## config.mk

```make
export PLATFORM = sky130hd
export DESIGN_NAME = pngcsc_back
export DESIGN_NICKNAME = d
export VERILOG_FILES = /design/src/rtl/core/pngcsc_pkg.sv /design/src/rtl/core/pngcsc_back.sv
export SDC_FILE = /design/constraint.sdc
export NUM_CORES = 1
export LEC_CHECK = 0
export BUFFER_PORTS_ARGS = -buffer_cell sky130_fd_sc_hd__buf_4
export CAP_MARGIN = 20
export CORE_MARGIN = 2
export CORE_UTILIZATION = 55
export CTS_CLUSTER_DIAMETER = 30
export DETAILED_ROUTE_END_ITERATION = 10
export PLACE_DENSITY = 0.84
export SLEW_MARGIN = 5
export SYNTH_ARGS = -nofsm -noshare
export SYNTH_HDL_FRONTEND = slang
export SYNTH_SLANG_ARGS = --single-unit
```

## constraint.sdc

```tcl
create_clock -name clk -period 9.9 [get_ports clk]
set_input_delay 1.98 -clock clk [delete_from_list [all_inputs] [get_ports clk]]
set_output_delay 1.98 -clock clk [all_outputs]
set_load 0.02 [all_outputs]
```

## src/rtl/core/pngcsc_pkg.sv

```systemverilog
// ---------------------------------------------------------------------------
// pngcsc_pkg
// Shared types, constants and the byte-wide CRC-32 update for the PNG chunk
// stream checker.
// ---------------------------------------------------------------------------
package pngcsc_pkg;

  localparam int unsigned QueueDepth = 4;
  localparam int unsigned QueuePtrW  = $clog2(QueueDepth);

  localparam logic [31:0] CrcPoly     = 32'hEDB8_8320;
  localparam logic [31:0] CrcPreset   = 32'hFFFF_FFFF;
  localparam logic [31:0] IendWord    = 32'h4945_4E44;
  localparam logic [31:0] LimitReset  = 32'd2147483646;
  localparam logic [31:0] SigBytes    = 32'd8;
  localparam logic [31:0] WordBytes   = 32'd4;

  typedef enum logic {
    OP_BYTE = 1'b0,
    OP_EOS  = 1'b1
  } op_t;

  typedef enum logic [2:0] {
    PH_SIG  = 3'd0,
    PH_LEN  = 3'd1,
    PH_TYPE = 3'd2,
    PH_DATA = 3'd3,
    PH_CRC  = 3'd4,
    PH_DONE = 3'd5
  } phase_t;

  typedef enum logic [2:0] {
    ST_OK     = 3'd0,
    ST_BADSIG = 3'd1,
    ST_OVER   = 3'd2,
    ST_CRC    = 3'd3,
    ST_TRUNC  = 3'd4
  } status_t;

  typedef struct packed {
    logic       req_type;
    logic [7:0] byte_value;
  } req_t;

  typedef struct packed {
    logic [31:0] chunk_type;
    logic [31:0] chunk_length;
    logic [31:0] stored_crc;
    logic [2:0]  status;
    logic        is_last;
  } rsp_t;

  // classified entry held in the queue between front and back
  typedef struct packed {
    op_t        op;
    logic [7:0] byte_value;
  } item_t;

  typedef struct packed {
    logic full;
    logic empty;
  } q_status_t;

  function automatic logic [7:0] sig_byte(input logic [2:0] idx);
    logic [7:0] val;
    case (idx)
      3'd0:    val = 8'h89;
      3'd1:    val = 8'h50;
      3'd2:    val = 8'h4E;
      3'd3:    val = 8'h47;
      3'd4:    val = 8'h0D;
      3'd5:    val = 8'h0A;
      3'd6:    val = 8'h1A;
      3'd7:    val = 8'h0A;
      default: val = 8'h00;
    endcase
    return val;
  endfunction

  // reflected crc-32, one byte
  function automatic logic [31:0] crc_byte(input logic [31:0] c_in, input logic [7:0] b);
    logic [31:0] c;
    c = c_in ^ {24'd0, b};
    for (int k = 0; k < 8; k++) begin
      c = c[0] ? ((c >> 1) ^ CrcPoly) : (c >> 1);
    end
    return c;
  endfunction

endpackage

```

## src/rtl/core/pngcsc_back.sv

```systemverilog
// ---------------------------------------------------------------------------
// pngcsc_back
// Chunk parser: signature check, length/type/data/crc sections, crc-32 and
// the registered report output.
// ---------------------------------------------------------------------------
module pngcsc_back (
  input  logic                  clk,
  input  logic                  rst,
  input  pngcsc_pkg::q_status_t q_status,
  input  pngcsc_pkg::item_t     pop_item,
  output logic                  pop,
  input  logic                  cfg_wr_en,
  input  logic [31:0]           cfg_wr_data,
  output logic                  out_valid,
  input  logic                  out_stall,
  output pngcsc_pkg::rsp_t      out_data
);

  pngcsc_pkg::phase_t phase, phase_next;
  logic [31:0]        byte_count, byte_count_next;
  logic               signature_bad, signature_bad_next;
  logic [31:0]        length_word, length_word_next;
  logic [31:0]        type_word, type_word_next;
  logic [31:0]        received_crc, received_crc_next;
  logic [31:0]        running_crc, running_crc_next;
  logic [31:0]        length_limit;
  logic               out_valid_next;
  pngcsc_pkg::rsp_t   out_data_next;

  logic               emit;
  logic [31:0]        cnt1;
  logic [7:0]         b;
  logic               bad;
  logic [31:0]        len_sh;
  logic [31:0]        crc_sh;
  logic [31:0]        crc_upd;

  // output register is free or being taken this cycle
  assign pop = !q_status.empty && (!out_valid || !out_stall);

  always_comb begin
    phase_next         = phase;
    byte_count_next    = byte_count;
    signature_bad_next = signature_bad;
    length_word_next   = length_word;
    type_word_next     = type_word;
    received_crc_next  = received_crc;
    running_crc_next   = running_crc;
    emit               = 1'b0;
    out_data_next      = out_data;

    b       = pop_item.byte_value;
    cnt1    = byte_count + 32'd1;
    bad     = signature_bad || (b != pngcsc_pkg::sig_byte(byte_count[2:0]));
    len_sh  = {length_word[23:0], b};
    crc_sh  = {received_crc[23:0], b};
    crc_upd = pngcsc_pkg::crc_byte(running_crc, b);

    if (pop) begin
      if (pop_item.op == pngcsc_pkg::OP_EOS) begin
        if (phase != pngcsc_pkg::PH_DONE) begin
          emit                       = 1'b1;
          out_data_next.chunk_type   = type_word;
          out_data_next.chunk_length = length_word;
          out_data_next.stored_crc   = received_crc;
          out_data_next.status       = pngcsc_pkg::ST_TRUNC;
          out_data_next.is_last      = 1'b1;
        end
        phase_next         = pngcsc_pkg::PH_SIG;
        byte_count_next    = '0;
        signature_bad_next = 1'b0;
        length_word_next   = '0;
        type_word_next     = '0;
        received_crc_next  = '0;
        running_crc_next   = pngcsc_pkg::CrcPreset;
      end else begin
        case (phase)
          pngcsc_pkg::PH_SIG: begin
            if (cnt1 >= pngcsc_pkg::SigBytes) begin
              byte_count_next = '0;
              if (bad) begin
                phase_next                 = pngcsc_pkg::PH_DONE;
                emit                       = 1'b1;
                out_data_next.chunk_type   = '0;
                out_data_next.chunk_length = '0;
                out_data_next.stored_crc   = '0;
                out_data_next.status       = pngcsc_pkg::ST_BADSIG;
                out_data_next.is_last      = 1'b1;
              end else begin
                phase_next        = pngcsc_pkg::PH_LEN;
                length_word_next  = '0;
                type_word_next    = '0;
                received_crc_next = '0;
                running_crc_next  = pngcsc_pkg::CrcPreset;
              end
            end else begin
              byte_count_next    = cnt1;
              signature_bad_next = bad;
            end
          end
          pngcsc_pkg::PH_LEN: begin
            length_word_next = len_sh;
            if (cnt1 >= pngcsc_pkg::WordBytes) begin
              byte_count_next = '0;
              if (len_sh > length_limit) begin
                phase_next                 = pngcsc_pkg::PH_DONE;
                emit                       = 1'b1;
                out_data_next.chunk_type   = '0;
                out_data_next.chunk_length = len_sh;
                out_data_next.stored_crc   = '0;
                out_data_next.status       = pngcsc_pkg::ST_OVER;
                out_data_next.is_last      = 1'b1;
              end else begin
                phase_next = pngcsc_pkg::PH_TYPE;
              end
            end else begin
              byte_count_next = cnt1;
            end
          end
          pngcsc_pkg::PH_TYPE: begin
            type_word_next   = {type_word[23:0], b};
            running_crc_next = crc_upd;
            if (cnt1 >= pngcsc_pkg::WordBytes) begin
              byte_count_next = '0;
              // zero-length chunk goes straight to its crc
              phase_next = (length_word == '0) ? pngcsc_pkg::PH_CRC : pngcsc_pkg::PH_DATA;
            end else begin
              byte_count_next = cnt1;
            end
          end
          pngcsc_pkg::PH_DATA: begin
            running_crc_next = crc_upd;
            if (cnt1 >= length_word) begin
              byte_count_next = '0;
              phase_next      = pngcsc_pkg::PH_CRC;
            end else begin
              byte_count_next = cnt1;
            end
          end
          pngcsc_pkg::PH_CRC: begin
            received_crc_next = crc_sh;
            if (cnt1 >= pngcsc_pkg::WordBytes) begin
              emit                       = 1'b1;
              out_data_next.chunk_type   = type_word;
              out_data_next.chunk_length = length_word;
              out_data_next.stored_crc   = crc_sh;
              if (crc_sh != ~running_crc) begin
                phase_next            = pngcsc_pkg::PH_DONE;
                byte_count_next       = '0;
                out_data_next.status  = pngcsc_pkg::ST_CRC;
                out_data_next.is_last = 1'b1;
              end else if (type_word == pngcsc_pkg::IendWord) begin
                phase_next            = pngcsc_pkg::PH_DONE;
                byte_count_next       = '0;
                out_data_next.status  = pngcsc_pkg::ST_OK;
                out_data_next.is_last = 1'b1;
              end else begin
                // next chunk
                phase_next            = pngcsc_pkg::PH_LEN;
                byte_count_next       = '0;
                length_word_next      = '0;
                type_word_next        = '0;
                received_crc_next     = '0;
                running_crc_next      = pngcsc_pkg::CrcPreset;
                out_data_next.status  = pngcsc_pkg::ST_OK;
                out_data_next.is_last = 1'b0;
              end
            end else begin
              byte_count_next = cnt1;
            end
          end
          default: begin
            // finished stream: bytes are dropped until end of stream
          end
        endcase
      end
    end

    out_valid_next = pop ? emit : (out_valid && out_stall);
  end

  always_ff @(posedge clk) begin
    if (rst) begin
      phase         <= pngcsc_pkg::PH_SIG;
      byte_count    <= '0;
      signature_bad <= 1'b0;
      length_word   <= '0;
      type_word     <= '0;
      received_crc  <= '0;
      running_crc   <= pngcsc_pkg::CrcPreset;
      length_limit  <= pngcsc_pkg::LimitReset;
      out_valid     <= 1'b0;
    end else begin
      phase         <= phase_next;
      byte_count    <= byte_count_next;
      signature_bad <= signature_bad_next;
      length_word   <= length_word_next;
      type_word     <= type_word_next;
      received_crc  <= received_crc_next;
      running_crc   <= running_crc_next;
      out_valid     <= out_valid_next;
      if (cfg_wr_en) begin
        length_limit <= cfg_wr_data;
      end
    end
  end

  always_ff @(posedge clk) begin
    if (pop && emit) begin
      out_data <= out_data_next;
    end
  end

endmodule

```

==> impl_metrics.csv, run 1 <==
group,metric,value,unit
clock_tree,cts_max_level,2,
synth,async_reset_ff_share,0,%
detailed_routing,via_count,13200,
detailed_routing,ant_nets,0,
worst_hold_path,worstHoldPathType,"flop to flop",
synth,syn_area,15400,um2
power_and_ir_drop,power.switching,0.854,mW
worst_hold_path,min_path_cells,1,
timing,fmax,173,MHz
synth,yosys.area_share.simple,15.3,%
power_and_ir_drop,p_int,2.58,mW
floorplanning,core-area,27600,um2
synth,synth_compound_area_share,17.2,%
timing,hold_viol,0,
power_and_ir_drop,seqPwrFrac,38.8,%
setup_path,worst_ep_required_time,10.34,ns
clock_tree,numCtsBuffers,54,
timing,tns,0,ns
global_route,gr-total-overflow,0,
floorplanning,io_pins,149,
global_route,grt_usage,28.2,%
setup_path,start_kind,"flop",
detailed_routing,wirelength,42300,um
clock_tree,cts_sinks,304,
synth,synth_cell_type_count,69,
detailed_routing,drt_iter0_drc,1746,
timing,setup_viol,0,
power_and_ir_drop,pwr-share-comb,7.7,%
place,place_area,16700,um2
synth,synth_flop_cell,"dfxtp_1",
global_route,grt_pass1_wl,66000,um
synth,synthAdderAreaFrac,5.84,%
run,max-cap-violations,0,
clock_tree,cts_tree,"yes",
floorplanning,fp.dieArea,29300,um2
detailed_routing,drc,0,
floorplanning,die_h,171,um
clock_tree,postCtsResizedCells,0,
synth,muxShareOfSynthArea,2.42,%
detailed_routing,wl_per_cell,19.9,um
synth,synthTopCellsByArea,"dfxtp_1 (27%), edfxtp_1 (20%), a22o_1 (6.1%)",
setup_path,cp_max_fo,10,
synth,synth_warnings,0,
synth,synth-xor-area-share,7.97,%
synth,synth_area_leader_cell,"dfxtp_1",
floorplanning,initial_utilization,55.7,%
timing,worst_pin_slew,1.06,ns
synth,syn_inst,1591,
finish,layout.nets,1819,
timing,slew_headroom,29.5,%
synth,seq_area_frac_synth,46.1,%
power_and_ir_drop,powerDensity,185,nW/um2
clock_tree,path_clk_slew,0.05,ns
synth,ys_ff_latch,304,
place,dp_hpwl,27600,um
power_and_ir_drop,leakagePower,7.37,nW
synth,postSynthAreaPerCell,9.67,um2
outcome,status,"finished, final reports clean",
floorplanning,row_count,61,
place,port_buffers,147,
power_and_ir_drop,p_clk_share,53.6,%
synth,synth.net_count,1709,
global_route,grt_pass1_vias,12600,
floorplanning,fp.dieW,171,um
finish,fin_area,18600,um2
setup_path,cp_data_arrival_time,6.20,ns
finish,fillers,1967,
timing,maxSlewViolCount,0,
synth,yosysTopAreaCellShare,26.5,%
clock_tree,clock_path_buffers,3,
setup_path,worstSetupPathType,"flop to flop",
global_route,grt_antenna_before_repair,0,
finish,num_antenna_cells,0,
finish,drive_above_1_share,16.1,%
finish,area_growth_syn_to_layout,20.6,%
place,place.gp.congestion,0.910,
timing,rsz0062_at_grt,"no",
clock_tree,post_cts_buffers,0,
setup_path,crit_path_end_kind,"flop",
power_and_ir_drop,switching_share,24.8,%
global_route,grt_max_degree,81,
power_and_ir_drop,peakVddDrop,0.121,mV
clock_tree,clock_latency,0.57,ns
detailed_routing,drt_pass1_iterations,6,
setup_path,reg2reg_depth,15,
synth,synth_edf_count,100,
clock_tree,clock-root-buffer,"clkbuf_16",
detailed_routing,viasPerCell,6.20,
timing,min_period,5.77,ns
synth,synth_top_family_by_area,"compound AO/OA/AOI/OAI gates",
timing,fin_worst_skew,0.0259,ns
timing,min_period_over_period,58.2,%
clock_tree,postCtsHoldBufs,0,
stage by stage:
| stage | hold WS (ns) | worst slack (ns) | power (mW) | util (%) | std cells |
|---|---|---|---|---|---|
| 6_report | 0.480 | 4.13 | 3.44 | 67.2 | 2125 |
| 5_1_grt | 0.498 | 3.98 | 3.52 | 67.2 | 2125 |
| 4_1_cts | 0.476 | 4.30 | 3.44 | 67.1 | 2124 |
| 3_5_place_dp | 0.461 | 4.02 | 1.61 | 60.4 | 2022 |
| 3_3_place_gp | 0.457 | 4.10 | 1.60 | 60.3 | 2020 |
| 2_1_floorplan | 0.443 | 1.78 | 1.53 | - | 1591 |
synthesized netlist by cell type, types with 47 or more instances:
cell,instances
nor2_1,107
a21oi_1,72
dfxtp_1,204
nand3_1,47
o21ai_0,82
inv_1,84
edfxtp_1,100
a22o_1,108
xnor2_1,106
clkbuf_1,81
nand2_1,114
ha_1,71
layout by cell type, fill, tap and decap left out, types with 35 or more instances in the layout:
master,instances
dfxtp_1,204
buf_4,163
nand2_1,114
a22o_1,108
xnor2_1,106
nor2_1,105
edfxtp_1,100
inv_1,84
o21ai_0,82
ha_1,71
a21oi_1,70
clkbuf_16,55
nand3_1,47
nor2b_1,35
mux2i_1,35
power by group through the flow:
stage / sequential (mW) / combinational (mW) / clock (mW)
final: 1.33 / 0.264 / 1.84
after global routing: 1.33 / 0.283 / 1.91
after CTS: 1.33 / 0.260 / 1.85
after detailed placement: 1.36 / 0.256 / 0
after global placement: 1.36 / 0.248 / 0
after floorplan: 1.37 / 0.153 / 0
worst max-delay path, cell delays in order (launching register included):
cell and delay (ns):
dfxtp_1 0.49, ha_1 0.32, nand4_1 0.20, nor3_1 0.84, nand4_1 0.25, xnor2_1 0.25
ha_1 0.32, nand4_1 0.11, nor4_1 0.44, nand3_1 0.15, o311ai_0 0.88, o21a_1 0.51
o21a_1 0.29, inv_1 0.12, ha_1 0.19, mux2_2 0.28
cell type report:
| type | count | area, um2 | area share [%] |
|---|---|---|---|
| multi-input cells | 1090 | 7560 | 40.7 |
| flip-flops and latches | 304 | 7090 | 38.2 |
| clock buffers | 66 | 1460 | 7.85 |
| repair buffers | 166 | 1280 | 6.90 |
| well taps | 378 | 473 | 2.55 |
| clock inverters | 36 | 383 | 2.06 |
| inverters | 85 | 319 | 1.72 |
layer usage:
metal  vias to the layer above  track usage, %  wire length (um)
met5                         -               0                 0
met4                         0            12.1              1590
met3                       135            5.15              4100
met2                       777            45.4             19700
met1                      6270            37.4             16900
li1                       5989               -                 -
registers in the layout, summed over array words and instances (netlist names), named ones only:
register,cells
phase,3
byte_count,32
signature_bad,1
length_word,32
out_valid,1
type_word,32
length_limit,32
running_crc,32
out_data,100
received_crc,32
final timing paths:
kind                    start               end  slack, ns
min reg2reg  received_crc[31]  received_crc[31]       0.48
max reg2reg     byte_count[0]              flop       4.13
min          received_crc[31]  received_crc[31]       0.48
max             byte_count[0]              flop       4.13
logic make-up after synthesis:
group                      count (synthesis)
xor gates and xnor gates                 140
AOI/OAI and AO/OA                        378
and+or+nand+nor                          463
buffers and inverters                    197
DFF                                      304
adders and majority gates                 72
muxes                                     37
Note: power is estimated with default switching activity, not from simulation.
==> run 2, diff against run 1 <==
ABC_AREA = 1   (was unset)
clock period = 5.73 ns   (was 9.9 ns; I/O delays follow)
==> run 2 against run 1 <==
Effect of this change: sequential cell count unchanged; non-clock buffer count down 3; critical path type unchanged; clock skew down 0.0071 ns; via count up 15%; highest routed layer is now met5; synthesized cell count up 31%.
==> impl_metrics.csv, run 2 <==
group,metric,value,unit
setup_path,cp-startpoint,"byte_count[0]",
synth,synth_edf_count,100,
floorplanning,core-area,29600,um2
detailed_routing,wl_per_cell,17.4,um
place,port_buffers,147,
floorplanning,die_h,177,um
clock_tree,cts_max_level,2,
power_and_ir_drop,finalPower,8.60,mW
setup_path,crit_top_cell,"nand2_1",
place,dpl.cell_count,2532,
synth,seq_area_frac_synth,43.0,%
synth,synth_commonest_cells,"nand2_1 (425), inv_1 (235), dfxtp_1 (204), nor2_1 (176), a21oi_1 (157)",
clock_tree,clock_path_buffers,3,
clock_tree,postCtsResizedCells,0,
synth,yosysTopAreaCellShare,24.8,%
setup_path,worst_ep_required_time,6.18,ns
finish,num_antenna_cells,0,
clock_tree,postCtsHoldBufs,0,
finish,multi_input_area,8030,um2
global_route,gr-total-overflow,0,
clock_tree,clock-root-buffer,"clkbuf_16",
timing,worst_pin_slew,1.16,ns
timing,postLayoutSetupSlackWorst,1.61,ns
run,max-cap-violations,0,
timing,min_period_over_period,72.0,%
detailed_routing,wirelength,46100,um
finish,top_register,"out_data",
timing,maxSlewViolCount,0,
setup_path,cp_slowest_cell,"dfxtp_1",
synth,syn_inst,2077,
detailed_routing,drt_pass1_iterations,7,
worst_hold_path,hp-start,"type_word[26]",
floorplanning,initial_utilization,55.8,%
synth,synthTopCellsByArea,"dfxtp_1 (25%), edfxtp_1 (18%), nand2_1 (9.7%)",
finish,layout_commonest_cell,"nand2_1",
setup_path,reg2reg_depth,25,
power_and_ir_drop,peakVddDrop,0.343,mV
global_route,grt_pass1_wl,73000,um
timing,fin_worst_skew,0.0188,ns
detailed_routing,drc,0,
synth,synth_cell_type_count,50,
floorplanning,io_pins,149,
power_and_ir_drop,leakagePower,8.39,nW
place,dp_hpwl,31400,um
clock_tree,cts_tree,"yes",
outcome,status,"finished, final reports clean",
clock_tree,numCtsBuffers,60,
floorplanning,fp.dieW,177,um
detailed_routing,via_count,15100,
place,place.gp.congestion,0.942,
worst_hold_path,worstHoldPathType,"flop to flop",
finish,fin_area,19800,um2
floorplanning,fp.dieArea,31400,um2
synth,synth.net_count,2195,
timing,setup_viol,0,
setup_path,cp_slowest_stage_delay,0.42,ns
finish,layout.nets,2324,
synth,ys_ff_latch,304,
setup_path,reg2reg_from,"byte_count[0]",
global_route,grt_antenna_before_repair,1,
global_route,grt_pass1_vias,14200,
timing,hold_viol,0,
timing,min_period,4.12,ns
finish,finalNonFillerCells,2648,
synth,synth-xor-area-share,5.85,%
finish,register_area,7090,um2
synth,synth_top_family_by_area,"simple AND/OR/NAND/NOR gates",
synth,muxShareOfSynthArea,0,%
finish,largest_register_ffs,100,
clock_tree,clock_latency,0.58,ns
synth,postSynthAreaPerCell,7.94,um2
floorplanning,row_count,63,
timing,rsz0062_at_grt,"no",
synth,yosysMostFrequentCell,"nand2_1",
finish,layout_common_cells,"nand2_1 (425), inv_1 (235), dfxtp_1 (204)",
global_route,grt_max_degree,99,
synth,synth_compound_area_share,12.2,%
global_route,grt_usage,29.0,%
setup_path,cp_data_arrival_time,4.57,ns
synth,synth_area_leader_cell,"dfxtp_1",
clock_tree,path_clk_slew,0.06,ns
timing,slew_headroom,22.4,%
synth,async_reset_ff_share,0,%
timing,fmax,243,MHz
synth,synth_warnings,0,
setup_path,cp_max_fo,6,
finish,fillers,2296,
clock_tree,post_cts_buffers,0,
clock_tree,cts_sinks,304,
place,place_ws,1.10,ns
setup_path,reg2reg_slack,1.61,ns
synth,syn_area,16500,um2
timing,tns,0,ns
setup_path,crit_path_end_kind,"flop",
synth,synth_flop_cell,"dfxtp_1",
synth,yosys.area_share.simple,25.1,%
detailed_routing,drt_iter0_drc,1636,
detailed_routing,ant_nets,0,
setup_path,start_kind,"flop",
synth,synthAdderAreaFrac,5.39,%
finish,drive_above_1_share,16.5,%
place,place_area,17700,um2
power_and_ir_drop,powerDensity,434,nW/um2
finish,area_growth_syn_to_layout,20.2,%
detailed_routing,viasPerCell,5.70,
setup_path,worstSetupPathType,"flop to flop",
==> run 2: cell types whose count changed after synthesis, moves of 29 or more <==
cell	previous run	this run
xor2_1	34	68
inv_1	84	235
nor2b_1	35	0
nand4_1	23	68
or3_1	30	0
o22ai_1	2	49
nand2_1	114	425
nand3_1	47	101
xnor2_1	106	31
a21oi_1	72	157
nor2_1	107	176
nor3_1	23	52
mux2i_1	35	0
a22o_1	108	0
==> run 2: where the power goes <==
group | switching (mW) | internal [mW] | total [mW]
Combinational | 1.55 | 0.811 | 2.36
Sequential | 0.197 | 2.57 | 2.77
Clock | 1.29 | 2.18 | 3.47
Total | 3.03 | 5.57 | 8.60
==> run 2: how the worst min path moves through the flow <==
stage | to | slack, ns | depth (start not counted)
after floorplan | length_limit[31] | 0.43 | 2
after global placement | type_word[8] | 0.45 | 2
final | type_word[26] | 0.46 | 2
after detailed placement | type_word[28] | 0.45 | 2
after CTS | type_word[15] | 0.46 | 2
after global routing | type_word[8] | 0.47 | 2
==> run 2: worst max-delay path, delay by kind of cell (launching register included) <==
family	cells	cell delay, ns
AO/OA/AOI/OAI	1	0.09
adder cells (fa/ha/maj)	3	0.87
buffers and inverters	4	0.40
flip-flops	1	0.42
AND/OR/NAND/NOR	17	2.20
==> run 2: cell type report <==
| cell class | instances | area share [%] |
|---|---|---|
| inverters | 246 | 4.66 |
| clock inverters | 46 | 2.45 |
| well taps | 390 | 2.46 |
| multi-input cells | 1431 | 40.5 |
| clock buffers | 68 | 7.84 |
| flip-flops and latches | 304 | 35.8 |
| repair buffers | 163 | 6.31 |
==> run 2: cells by family (layout without fill, tap and decap cells) <==
logic type,count (synthesis),after routing
compound gates,348,348
buf+inv,342,523
simple gates,907,907
fa+ha+maj,71,71
xor+xnor,105,105
flops,304,304
==> run 2: through the flow <==
step / utilization (%) / hold WS (ns)
floorplan: - / 0.433
global placement: 60.0 / 0.448
detailed placement: 60.0 / 0.452
CTS: 66.9 / 0.461
global route: 67.0 / 0.474
finish: 67.0 / 0.460
==> run 2: per-layer routing <==
metal | share of wire (%) | global-route usage (%) | vias to the layer above
met3 | 8.3 | 4.21 | 127
met5 | 0.046 | 0 | -
li1 | - | - | 7208
met4 | 3.9 | 12.5 | 2
met1 | 40 | 37.1 | 6980
met2 | 48 | 48.8 | 773
==> run 3, diff against run 2 <==
clock period = 4.3 ns   (was 5.73 ns; I/O delays follow)
==> run 3 against run 2 <==
Effect of this change: critical path depth fell by 2; hold slack improved by 0.0012 ns; die area did not move; clock skew rose by 0.0092 ns; clock power rose by 37%; clock-buffer cell count fell by 6; global-route usage rose by 0.12 points; highest routed layer is now met4.
==> impl_metrics.csv, run 3 (same netlist as run 2, synthesis figures left out) <==
group,metric,value,unit
clock_tree,cts_sinks,304,
place,place_ws,0.577,ns
setup_path,cp-startpoint,"byte_count[0]",
floorplanning,fp.dieArea,31400,um2
clock_tree,clock_latency,0.58,ns
timing,hold_viol,0,
timing,rsz0062_at_grt,"no",
detailed_routing,wl_per_cell,17.6,um
finish,top_register,"out_data",
finish,register_area,7090,um2
power_and_ir_drop,finalPower,11.7,mW
place,place.gp.congestion,0.934,
run,max-cap-violations,0,
setup_path,reg2reg_from,"byte_count[0]",
finish,final_core_util,67.7,%
global_route,grt_pass1_vias,14600,
outcome,status,"finished, final reports clean",
timing,slew_headroom,31.4,%
finish,num_antenna_cells,0,
setup_path,cp_top_family,"simple AND/OR/NAND/NOR gates",
setup_path,worstSetupPathType,"flop to flop",
detailed_routing,drt_pass1_iterations,6,
timing,setup_viol,0,
floorplanning,fp.dieW,177,um
setup_path,cp_slowest_stage_delay,0.42,ns
finish,layout_commonest_cell,"nand2_1",
clock_tree,clock-root-buffer,"clkbuf_16",
timing,min_period_over_period,90.5,%
global_route,grt_max_degree,72,
detailed_routing,drt_iter0_drc,1810,
finish,largest_register_ffs,100,
timing,tns,0,ns
global_route,grt_antenna_before_repair,0,
clock_tree,cts_tree,"yes",
floorplanning,core-area,29600,um2
timing,postLayoutSetupSlackWorst,0.408,ns
floorplanning,io_pins,149,
timing,fmax,257,MHz
clock_tree,postCtsHoldBufs,0,
detailed_routing,via_count,15300,
timing,fin_worst_skew,0.0280,ns
place,dp_hpwl,31800,um
floorplanning,initial_utilization,55.8,%
finish,multi_input_area,8100,um2
worst_hold_path,worstHoldPathType,"flop to flop",
setup_path,cp_data_arrival_time,4.35,ns
setup_path,crit_top_cell,"nand2_1",
setup_path,start_kind,"flop",
clock_tree,numCtsBuffers,58,
power_and_ir_drop,leakagePower,8.47,nW
finish,area_growth_syn_to_layout,21.4,%
setup_path,crit_buf_inv,2,
setup_path,path_cells,"ha_1 -> nand2_1 -> nor2_1 -> nand2_2 -> nor2_1 -> nand3_1 -> nand2_1 -> nand2_1 -> inv_1 -> ha_1 -> nand2_1 -> o21ai_0 -> nand4_1 -> o211ai_1 -> a21oi_1 -> nand2_1 -> nand3_2 -> buf_4 -> nand2_1 -> nand2_1 -> nand2_1 -> nand2_1 -> nand2_1",
setup_path,cp_slowest_cell,"dfxtp_1",
finish,layout_common_cells,"nand2_1 (425), inv_1 (233), dfxtp_1 (204)",
power_and_ir_drop,powerDensity,582,nW/um2
power_and_ir_drop,peakVddDrop,0.355,mV
global_route,gr-total-overflow,0,
clock_tree,cts_max_level,2,
setup_path,reg2reg_slack,0.41,ns
timing,worst_pin_slew,1.03,ns
detailed_routing,drc,0,
floorplanning,die_h,177,um
finish,fillers,2196,
clock_tree,path_clk_slew,0.05,ns
timing,maxSlewViolCount,0,
finish,drive_above_1_share,17.4,%
detailed_routing,viasPerCell,5.76,
setup_path,worst_ep_required_time,4.76,ns
timing,min_period,3.89,ns
setup_path,cp.depth,23,
place,dpl.cell_count,2546,
finish,layout.nets,2334,
setup_path,cp_max_fo,29,
clock_tree,clock_path_buffers,3,
clock_tree,post_cts_buffers,0,
detailed_routing,wirelength,46600,um
global_route,grt_pass1_wl,73300,um
detailed_routing,ant_nets,0,
setup_path,crit_path_end_kind,"flop",
global_route,grt_usage,29.1,%
clock_tree,postCtsResizedCells,0,
finish,finalNonFillerCells,2654,
place,port_buffers,147,
setup_path,reg2reg_depth,23,
floorplanning,row_count,63,
-- run 3: cell count changes in the layout (fill, tap and decap cells not counted), moves of 3 or more --
cell       before  now
clkinv_4       11    4
inv_6          14    7
buf_4         161  173
ha_1           71   66
bufinv_16       4    8
clkbuf_1        7    2
clkbuf_16      61   58
clkinv_8        0    6
ha_4            0    5
clkinv_2        1    4
-- run 3: layout make-up --
cell class                      instances  share of cell area, %
Clock inverter                         46                   3.01
Inverter                              246                   4.61
Sequential cell                       304                   35.4
Timing Repair Buffer                  175                   6.69
Clock buffer                           62                   7.42
Multi-Input combinational cell       1431                   40.4
Tap cell                              390                   2.44
-- run 3: worst min path at each step --
stage	startpoint	end	cells past startpoint
CTS	type_word[21]	type_word[21]	2
global placement	type_word[13]	type_word[13]	2
finish	type_word[21]	type_word[21]	2
floorplan	length_limit[31]	length_limit[31]	2
detailed placement	type_word[21]	type_word[21]	2
global route	type_word[13]	type_word[13]	2
-- run 3: tightest hold or removal path, cell delays in order (launching register included) --
cell and delay, ns:
dfxtp_1 0.30, nand2_1 0.06, a21oi_1 0.05
-- run 3: routing by layer --
layer / global-route usage (%) / vias to the layer above / part of all wire [%] / wire [um]
met5: 0 / - / 0 / 0
met4: 12.8 / 0 / 3.9 / 1800
met3: 5.86 / 153 / 8.9 / 4130
met2: 47.5 / 793 / 47 / 22000
met1: 37.3 / 7131 / 40 / 18700
li1: - / 7210 / - / -
-- run 3: report_power, final --
| part | internal (mW) | total, mW | switching, mW |
|---|---|---|---|
| combinational | 1.13 | 3.22 | 2.09 |
| sequential | 3.42 | 3.70 | 0.280 |
| clock | 3.05 | 4.74 | 1.68 |
| total | 7.61 | 11.7 | 4.05 |
-- run 3: through the flow --
stage | hold slack (ns) | instance area, um2
after floorplan | 0.433 | 16600
after global placement | 0.449 | 17900
after detailed placement | 0.454 | 17900
after CTS | 0.462 | 20000
after global routing | 0.483 | 20000
final | 0.462 | 20000
